<file path="src/sbsh_pkg.sv">
// ----------------------------------------------------------------------------
// sbsh_pkg - shared types and constants for the SHA-256 byte stream hasher
// Transaction structs, round constants, initial hash values, control structs.
// ----------------------------------------------------------------------------
package sbsh_pkg;

  typedef logic [7:0][31:0] word_vec_t;

  typedef struct packed {
    logic       cmd;
    logic [7:0] data_byte;
  } in_item_t;

  typedef struct packed {
    logic [31:0] digest_word;
    logic [2:0]  word_index;
    logic        last;
  } out_item_t;

  // Command codes
  localparam logic CMD_APPEND = 1'b0;
  localparam logic CMD_FINISH = 1'b1;

  // Padding
  localparam logic [7:0] PAD_MARK    = 8'h80;
  localparam logic [5:0] LEN_OFFSET  = 6'd56;
  localparam logic [5:0] LAST_BYTE   = 6'd63;
  localparam logic [5:0] LAST_ROUND  = 6'd63;
  localparam logic [2:0] LAST_WORD   = 3'd7;

  typedef struct packed {
    logic       start;
    logic       init;
    logic       byte_we;
    logic [7:0] byte_val;
  } sbsh_core_ctl_t;

  typedef struct packed {
    logic busy;
    logic done;
  } sbsh_core_st_t;

  function automatic word_vec_t initial_h();
    word_vec_t h;
    h[0] = 32'h6a09e667;
    h[1] = 32'hbb67ae85;
    h[2] = 32'h3c6ef372;
    h[3] = 32'ha54ff53a;
    h[4] = 32'h510e527f;
    h[5] = 32'h9b05688c;
    h[6] = 32'h1f83d9ab;
    h[7] = 32'h5be0cd19;
    return h;
  endfunction

  function automatic logic [31:0] round_k(input logic [5:0] idx);
    logic [31:0] k;
    unique case (idx)
      6'd0:  k = 32'h428a2f98;  6'd1:  k = 32'h71374491;
      6'd2:  k = 32'hb5c0fbcf;  6'd3:  k = 32'he9b5dba5;
      6'd4:  k = 32'h3956c25b;  6'd5:  k = 32'h59f111f1;
      6'd6:  k = 32'h923f82a4;  6'd7:  k = 32'hab1c5ed5;
      6'd8:  k = 32'hd807aa98;  6'd9:  k = 32'h12835b01;
      6'd10: k = 32'h243185be;  6'd11: k = 32'h550c7dc3;
      6'd12: k = 32'h72be5d74;  6'd13: k = 32'h80deb1fe;
      6'd14: k = 32'h9bdc06a7;  6'd15: k = 32'hc19bf174;
      6'd16: k = 32'he49b69c1;  6'd17: k = 32'hefbe4786;
      6'd18: k = 32'h0fc19dc6;  6'd19: k = 32'h240ca1cc;
      6'd20: k = 32'h2de92c6f;  6'd21: k = 32'h4a7484aa;
      6'd22: k = 32'h5cb0a9dc;  6'd23: k = 32'h76f988da;
      6'd24: k = 32'h983e5152;  6'd25: k = 32'ha831c66d;
      6'd26: k = 32'hb00327c8;  6'd27: k = 32'hbf597fc7;
      6'd28: k = 32'hc6e00bf3;  6'd29: k = 32'hd5a79147;
      6'd30: k = 32'h06ca6351;  6'd31: k = 32'h14292967;
      6'd32: k = 32'h27b70a85;  6'd33: k = 32'h2e1b2138;
      6'd34: k = 32'h4d2c6dfc;  6'd35: k = 32'h53380d13;
      6'd36: k = 32'h650a7354;  6'd37: k = 32'h766a0abb;
      6'd38: k = 32'h81c2c92e;  6'd39: k = 32'h92722c85;
      6'd40: k = 32'ha2bfe8a1;  6'd41: k = 32'ha81a664b;
      6'd42: k = 32'hc24b8b70;  6'd43: k = 32'hc76c51a3;
      6'd44: k = 32'hd192e819;  6'd45: k = 32'hd6990624;
      6'd46: k = 32'hf40e3585;  6'd47: k = 32'h106aa070;
      6'd48: k = 32'h19a4c116;  6'd49: k = 32'h1e376c08;
      6'd50: k = 32'h2748774c;  6'd51: k = 32'h34b0bcb5;
      6'd52: k = 32'h391c0cb3;  6'd53: k = 32'h4ed8aa4a;
      6'd54: k = 32'h5b9cca4f;  6'd55: k = 32'h682e6ff3;
      6'd56: k = 32'h748f82ee;  6'd57: k = 32'h78a5636f;
      6'd58: k = 32'h84c87814;  6'd59: k = 32'h8cc70208;
      6'd60: k = 32'h90befffa;  6'd61: k = 32'ha4506ceb;
      6'd62: k = 32'hbef9a3f7;  6'd63: k = 32'hc67178f2;
      default: k = 32'h0;
    endcase
    return k;
  endfunction

endpackage

</file>
<file path="src/sbsh_core.sv">
// ----------------------------------------------------------------------------
// sbsh_core - SHA-256 compression engine, one round per cycle
// Holds the chaining words and a 64-byte line that is the block buffer while
// bytes arrive and the rolling message schedule while rounds run.
// ----------------------------------------------------------------------------
module sbsh_core
  import sbsh_pkg::*;
(
  input  logic           clk,
  input  logic           rst_n,
  input  sbsh_core_ctl_t ctl,
  output sbsh_core_st_t  st,
  output word_vec_t      hash
);

  logic [511:0] buf_r;      // byte 0 of the block sits at the top
  word_vec_t    h_r;
  word_vec_t    v_r;
  logic [5:0]   rnd_r;
  logic         busy_r;
  logic         fin_r;

  function automatic logic [31:0] rotr(input logic [31:0] x, input int n);
    return (x >> n) | (x << (32 - n));
  endfunction

  logic [31:0] w0, w1, w9, w14, s0, s1, w_new;
  logic [31:0] t1, t2, bs0, bs1, ch, maj;

  assign w0  = buf_r[511:480];
  assign w1  = buf_r[479:448];
  assign w9  = buf_r[223:192];
  assign w14 = buf_r[63:32];

  // w[t+16] from the window that starts at w[t]
  assign s0    = rotr(w1, 7) ^ rotr(w1, 18) ^ (w1 >> 3);
  assign s1    = rotr(w14, 17) ^ rotr(w14, 19) ^ (w14 >> 10);
  assign w_new = s1 + w9 + s0 + w0;

  assign bs1 = rotr(v_r[4], 6) ^ rotr(v_r[4], 11) ^ rotr(v_r[4], 25);
  assign ch  = (v_r[4] & v_r[5]) ^ (~v_r[4] & v_r[6]);
  assign bs0 = rotr(v_r[0], 2) ^ rotr(v_r[0], 13) ^ rotr(v_r[0], 22);
  assign maj = (v_r[0] & v_r[1]) ^ (v_r[0] & v_r[2]) ^ (v_r[1] & v_r[2]);
  assign t1  = v_r[7] + bs1 + ch + round_k(rnd_r) + w0;
  assign t2  = bs0 + maj;

  assign st.busy = busy_r;
  assign st.done = busy_r & fin_r;
  assign hash    = h_r;

  // Control
  always_ff @(posedge clk) begin
    if (!rst_n) begin
      busy_r <= 1'b0;
      fin_r  <= 1'b0;
      rnd_r  <= '0;
    end else if (ctl.start) begin
      busy_r <= 1'b1;
      fin_r  <= 1'b0;
      rnd_r  <= '0;
    end else if (busy_r) begin
      if (fin_r) begin
        busy_r <= 1'b0;
        fin_r  <= 1'b0;
      end else begin
        rnd_r <= rnd_r + 6'd1;
        if (rnd_r == LAST_ROUND) begin
          fin_r <= 1'b1;
        end
      end
    end
  end

  // Chaining words
  always_ff @(posedge clk) begin
    if (!rst_n) begin
      h_r <= initial_h();
    end else if (ctl.init) begin
      h_r <= initial_h();
    end else if (busy_r && fin_r) begin
      for (int i = 0; i < 8; i++) begin
        h_r[i] <= h_r[i] + v_r[i];
      end
    end
  end

  // Working variables and block line (payload, no reset)
  always_ff @(posedge clk) begin
    if (ctl.start) begin
      v_r <= h_r;
    end else if (busy_r && !fin_r) begin
      v_r[7] <= v_r[6];
      v_r[6] <= v_r[5];
      v_r[5] <= v_r[4];
      v_r[4] <= v_r[3] + t1;
      v_r[3] <= v_r[2];
      v_r[2] <= v_r[1];
      v_r[1] <= v_r[0];
      v_r[0] <= t1 + t2;
    end
    if (ctl.byte_we) begin
      buf_r <= {buf_r[503:0], ctl.byte_val};
    end else if (busy_r && !fin_r) begin
      buf_r <= {buf_r[479:0], w_new};
    end
  end

  a_start_idle: assert property (@(posedge clk) disable iff (!rst_n)
    ctl.start |-> !busy_r) else $error("compression started while busy");
  a_byte_idle: assert property (@(posedge clk) disable iff (!rst_n)
    ctl.byte_we |-> !busy_r) else $error("byte written during compression");
  a_done_ends: assert property (@(posedge clk) disable iff (!rst_n)
    (busy_r && fin_r) |=> !busy_r) else $error("engine busy after done");
  a_fin_after_last: assert property (@(posedge clk) disable iff (!rst_n)
    $rose(fin_r) |-> $past(rnd_r) == LAST_ROUND) else $error("early finalize");

endmodule

</file>
<file path="src/sha256_byte_stream_hasher.sv">
// ----------------------------------------------------------------------------
// sha256_byte_stream_hasher - SHA-256 over a stream of byte transactions
// Append bytes, finish with padding and length, stream out the digest.
// ----------------------------------------------------------------------------
// An append transaction (cmd 0) stores its byte; the 64th byte of a block
// starts the compression engine, which runs 64 rounds at one round per
// cycle and then folds the result into the chaining words, while in_ready
// stays low. A finish transaction (cmd 1) writes the 0x80 mark, then one pad
// byte per cycle up to offset 56, then the eight length bytes (true message
// bit count, big-endian), running the engine on each block it fills: one
// block, or two when 56 or more bytes were held. The digest then leaves as
// eight result transactions, word 0 (most significant) first, last set on
// word 7, and the block is ready for the next message. On a long message
// the single shared round unit sets the pace.
// ----------------------------------------------------------------------------
module sha256_byte_stream_hasher
  import sbsh_pkg::*;
(
  input  logic      clk,
  input  logic      rst_n,
  input  logic      in_valid,
  output logic      in_ready,
  input  in_item_t  in_data,
  output logic      out_valid,
  input  logic      out_ready,
  output out_item_t out_data
);

  typedef enum logic [4:0] {
    S_IDLE  = 5'b00001,
    S_ROUND = 5'b00010,  // engine busy
    S_PAD   = 5'b00100,  // zero fill up to offset 56
    S_LEN   = 5'b01000,  // length bytes
    S_EMIT  = 5'b10000   // digest words out
  } state_t;

  state_t         state_r, state_nxt;
  state_t         ret_r, ret_nxt;       // where to go after the engine
  logic [5:0]     cnt_r, cnt_nxt;       // bytes held in the block
  logic [63:0]    bits_r, bits_nxt;     // message length in bits
  logic [63:0]    len_r, len_nxt;       // length being shifted out
  logic [2:0]     widx_r, widx_nxt;
  logic           out_valid_r, out_valid_nxt;
  out_item_t      out_data_r, out_data_nxt;

  sbsh_core_ctl_t core_ctl;
  sbsh_core_st_t  core_st;
  word_vec_t      hash;

  logic in_acc, out_free;

  sbsh_core u_core (
    .clk  (clk),
    .rst_n(rst_n),
    .ctl  (core_ctl),
    .st   (core_st),
    .hash (hash)
  );

  assign in_ready  = (state_r == S_IDLE);
  assign in_acc    = in_valid & in_ready;
  assign out_free  = !out_valid_r || out_ready;
  assign out_valid = out_valid_r;
  assign out_data  = out_data_r;

  always_comb begin
    state_nxt     = state_r;
    ret_nxt       = ret_r;
    cnt_nxt       = cnt_r;
    bits_nxt      = bits_r;
    len_nxt       = len_r;
    widx_nxt      = widx_r;
    out_valid_nxt = out_valid_r;
    out_data_nxt  = out_data_r;
    core_ctl      = '0;

    if (out_valid_r && out_ready) begin
      out_valid_nxt = 1'b0;
    end

    unique case (state_r)
      S_IDLE: begin
        if (in_acc) begin
          core_ctl.byte_we = 1'b1;
          cnt_nxt          = cnt_r + 6'd1;
          if (in_data.cmd == CMD_APPEND) begin
            core_ctl.byte_val = in_data.data_byte;
            bits_nxt          = bits_r + 64'd8;
            ret_nxt           = S_IDLE;
          end else begin
            // finish: latch the length and write the pad mark
            core_ctl.byte_val = PAD_MARK;
            len_nxt           = bits_r;
            ret_nxt           = S_PAD;
            state_nxt         = S_PAD;
          end
          if (cnt_r == LAST_BYTE) begin
            core_ctl.start = 1'b1;
            state_nxt      = S_ROUND;
          end
        end
      end
      S_ROUND: begin
        if (core_st.done) begin
          state_nxt = ret_r;
        end
      end
      S_PAD: begin
        if (cnt_r == LEN_OFFSET) begin
          state_nxt = S_LEN;
        end else begin
          core_ctl.byte_we  = 1'b1;
          core_ctl.byte_val = 8'h00;
          cnt_nxt           = cnt_r + 6'd1;
          if (cnt_r == LAST_BYTE) begin
            // mark landed at or past offset 56: zeros fill this block, then another
            core_ctl.start = 1'b1;
            ret_nxt        = S_PAD;
            state_nxt      = S_ROUND;
          end
        end
      end
      S_LEN: begin
        core_ctl.byte_we  = 1'b1;
        core_ctl.byte_val = len_r[63:56];
        len_nxt           = {len_r[55:0], 8'h00};
        cnt_nxt           = cnt_r + 6'd1;
        if (cnt_r == LAST_BYTE) begin
          core_ctl.start = 1'b1;
          ret_nxt        = S_EMIT;
          widx_nxt       = '0;
          state_nxt      = S_ROUND;
        end
      end
      S_EMIT: begin
        if (out_free) begin
          out_valid_nxt            = 1'b1;
          out_data_nxt.digest_word = hash[widx_r];
          out_data_nxt.word_index  = widx_r;
          out_data_nxt.last        = (widx_r == LAST_WORD);
          widx_nxt                 = widx_r + 3'd1;
          if (widx_r == LAST_WORD) begin
            // reinitialize for the next message
            core_ctl.init = 1'b1;
            bits_nxt      = '0;
            cnt_nxt       = '0;
            state_nxt     = S_IDLE;
          end
        end
      end
      default: state_nxt = S_IDLE;
    endcase
  end

  always_ff @(posedge clk) begin
    if (!rst_n) begin
      state_r     <= S_IDLE;
      ret_r       <= S_IDLE;
      cnt_r       <= '0;
      bits_r      <= '0;
      widx_r      <= '0;
      out_valid_r <= 1'b0;
    end else begin
      state_r     <= state_nxt;
      ret_r       <= ret_nxt;
      cnt_r       <= cnt_nxt;
      bits_r      <= bits_nxt;
      widx_r      <= widx_nxt;
      out_valid_r <= out_valid_nxt;
    end
  end

  always_ff @(posedge clk) begin
    len_r      <= len_nxt;
    out_data_r <= out_data_nxt;
  end

  a_idle_engine: assert property (@(posedge clk) disable iff (!rst_n)
    (state_r == S_IDLE) |-> !core_st.busy) else $error("engine busy in idle");
  a_emit_empty: assert property (@(posedge clk) disable iff (!rst_n)
    (state_r == S_EMIT) |-> (cnt_r == 6'd0)) else $error("bytes held at emit");
  a_start_full: assert property (@(posedge clk) disable iff (!rst_n)
    core_ctl.start |=> (cnt_r == 6'd0)) else $error("engine started on partial block");

endmodule

</file>
<file path="config.mk">
export PLATFORM = sky130hd
export DESIGN_NAME = sha256_byte_stream_hasher
export DESIGN_NICKNAME = d
export VERILOG_FILES = /design/src/sbsh_pkg.sv /design/src/sbsh_core.sv /design/src/sha256_byte_stream_hasher.sv
export SDC_FILE = /design/constraint.sdc
export NUM_CORES = 2
export LEC_CHECK = 0
export ABC_AREA = 1
export ABC_CLOCK_PERIOD_IN_PS = 25500
export BUFFER_PORTS_ARGS = -buffer_cell sky130_fd_sc_hd__buf_2
export CORE_MARGIN = 1
export CORE_UTILIZATION = 25
export CTS_BUF_LIST = sky130_fd_sc_hd__clkbuf_4
export DETAILED_ROUTE_END_ITERATION = 7
export HOLD_SLACK_MARGIN = 0.15
export MAX_ROUTING_LAYER = met4
export PLACE_DENSITY_LB_ADDON = 0.15
export SLEW_MARGIN = 10
export SYNTH_ARGS = -nofsm -noshare
export SYNTH_HDL_FRONTEND = slang
export SYNTH_HIERARCHICAL = 1
export SYNTH_SLANG_ARGS = --single-unit
</file>
<file path="constraint.sdc">
create_clock -name clk -period 25.5 [get_ports clk]
set_input_delay 3.825 -clock clk [delete_from_list [all_inputs] [get_ports clk]]
set_output_delay 3.825 -clock clk [all_outputs]
set_load 0.01 [all_outputs]
</file>
==> flow_summary.yaml <==
sta:
  final-setup-viol-count: 0
  fmax_ghz: 0.1183
  fin_crit_ns: 8.451
  rsz0062_at_grt: "false"
  finalHoldViolCount: 0
  max_slew_margin_pct: 12.95
  finalMaxSlewViolations: 0
  setup_tns_ns: 0
  period_share_pct: 33.14
  worst_slew_pin_slew_ns: 1.306
  finClkSkew_ns: 0.1436
  whs_ns: 0.4562
worst_setup_path:
  cp_data_arrival_time_ns: 9.38
  r2r_end: "u_core/v_r[29]"
  endpoint_kind: "flop"
  crit_required_ns: 26.43
  critical_path.top_delay_family: "buffers and inverters"
  r2r_cells: 28
  rrSetupSlack_ns: 17.85
  cp-start-kind: "primary input"
  critical_path.n_buffers_inverters: 5
  worst_path_largest_cell_delay_ns: 0.97
  critical_path_peak_fanout: 155
  cp_cell_sequence: "buf_2, nand4_1, nand2_4, inv_8, nand2_4, buf_12, buf_4, buf_4"
  setup.worst_path.class: "primary input to flop"
  critPathSlowestCell: "nand2_4"
  timing.rr.start: "u_core/v_r[140]"
clocking:
  cts_setup_buffers: 0
  cts.sinks: 1240
  clk_pin_slew_ns: 0.05
  clk_latency_ns: 1.43
  clk_path_buf_depth: 4
  cts_resized: 0
  holdBufCountCts: 0
  cts_tree: "yes"
  cts_root_buf: "clkbuf_4"
  cts_buffers: 377
  htreeDepth: 5
global_route:
  grt_max_degree: 156
  overflow: 0
  track_usage_pct: 21.72
  grt_pass1_vias: 75691
  grt_first_pass_wirelength_um: 532700
  grt_antenna_before_repair: 27
cells_and_area:
  fillers: 37366
  drive_gt1_share_pct: 7.413
  nets: 12003
  areaGrowthSynthToFinish_pct: 11.61
power_and_ir_drop:
  p_switching_w: 0.006613
  internal_power_w: 0.006266
  switching_share_pct: 51.35
  peakVddDrop_uv: 123.1
  power_frac_comb_pct: 60.3
  p_seq_share_pct: 23.4
  powerDensity_nw_per_um2: 135.2
  power_leakage_nw: 41.30
  p_total_w: 0.01288
  power_frac_clock_pct: 16.4
min_path:
  holdPathEnd: "ret_r[0]"
  min-delay-start: "ret_r[0]"
  hold_class: "flop to flop"
  hold_depth: 2
routing:
  drtAntennaViolNets: 0
  wirelength_um: 371800
  route.detailed.drc: 0
  post_drt_via_cell_ratio: 4.825
  drtIter0Drc: 7393
  post_drt_wl_per_cell_um: 22.87
  dr.pass1.iters: 6
  num_vias: 78458
placement:
  dp.final_hpwl_um: 285900
  numPortBuffers: 50
  gp_congestion: 0.9369
die:
  initial_core_util_pct: 25.12
  die-area_um2: 343700
  ios: 51
  coreArea_um2: 339800
  fp.dieH_um: 586.3
  die-width_um: 586.3
  std_cell_rows: 214
yosys:
  syn_area_um2: 85350
  yosysWarnings: 6
  synth_cells: 11350
  synth_nets: 11953
  syn_avg_cell_area_um2: 7.520
run:
  drv_cap: 0
run_status:
  status: "complete, no violations"
-- power by group through the flow --
stage	combinational (W)	clock [W]	sequential, W
3_5_place_dp	0.00767	0	0.00305
3_3_place_gp	0.00771	0	0.00305
5_1_grt	0.00855	0.00230	0.00304
6_report	0.00776	0.00211	0.00301
4_1_cts	0.00771	0.00221	0.00301
2_1_floorplan	0.00492	0	0.00304
-- sequential cells by signal (all words and copies together), names as in the netlist, named ones only --
register,cells
ret_r,3
state_r,5
u_core/rnd_r,6
u_core/fin_r,1
widx_r,3
out_data,36
u_core/busy_r,1
len_r,61
cnt_r,6
u_core/buf_r,512
u_core/hash,256
out_valid,1
u_core/v_r,256
bits_r,61
-- cell usage in the layout (no fill, tap or decap), types with 29 or more instances in the layout --
cell,instances
buf_2,50
or2_2,43
o21a_1,38
dfxtp_1,373
edfxtp_1,865
a21boi_0,29
nand4_1,134
nand3_1,484
xor2_1,206
clkinv_1,57
a31oi_1,72
o211ai_1,58
inv_1,1335
clkbuf_4,590
buf_4,71
nor3_1,83
a21oi_1,802
ha_1,395
xnor2_1,171
o21bai_1,50
a21o_1,70
fa_1,195
nor2_1,997
o22ai_1,37
nand3b_1,32
nand2_1,3231
o21ai_0,1023
-- metal layers --
metal	routed length [um]	vias up	GRT usage (%)
met3	20080	476	2.793
li1	-	37704	-
met2	163600	2408	32.96
met1	177600	37870	30.21
met5	0	-	-
met4	10510	0	5.942
-- metrics by stage --
stage	utilization, %	setup WS [ns]	instances	cell area (um^2)
4_1_cts	28.02	17.30	16245	95220
2_1_floorplan	-	8.490	11350	85350
3_5_place_dp	26.54	15.74	15557	90180
3_3_place_gp	26.54	15.84	15557	90180
5_1_grt	28.03	16.77	16254	95240
6_report	28.03	17.05	16260	95260
-- how the worst max path moves through the flow --
stage | startpoint | endpoint | slack, ns | depth (start not counted)
global route | in_valid | u_core/buf_r[140] | 16.77 | 8
finish | in_valid | u_core/buf_r[28] | 17.05 | 8
CTS | in_valid | u_core/buf_r[28] | 17.30 | 8
floorplan | in_valid | u_core/buf_r[0] | 8.49 | 8
global placement | in_valid | u_core/buf_r[322] | 15.84 | 8
detailed placement | in_valid | u_core/buf_r[131] | 15.74 | 8
-- area by class of cell --
cell class	count	area, um^2	area share (%)
antenna	15	37.54	0.03940
multi-input combinational	8300	45050	47.30
timing repair buffer	124	843.3	0.8853
clock inverter	98	606.8	0.6370
sequential	1240	33490	35.15
inverter	1357	5124	5.379
clock buffer	590	4429	4.650
tap	4536	5675	5.958
-- worst min-delay path, cell delays in order (launching register included) --
cell and delay [ns]:
dfxtp_1 0.32, nand2_1 0.06, nand3_1 0.05
Note: power is estimated with default switching activity, not from simulation.
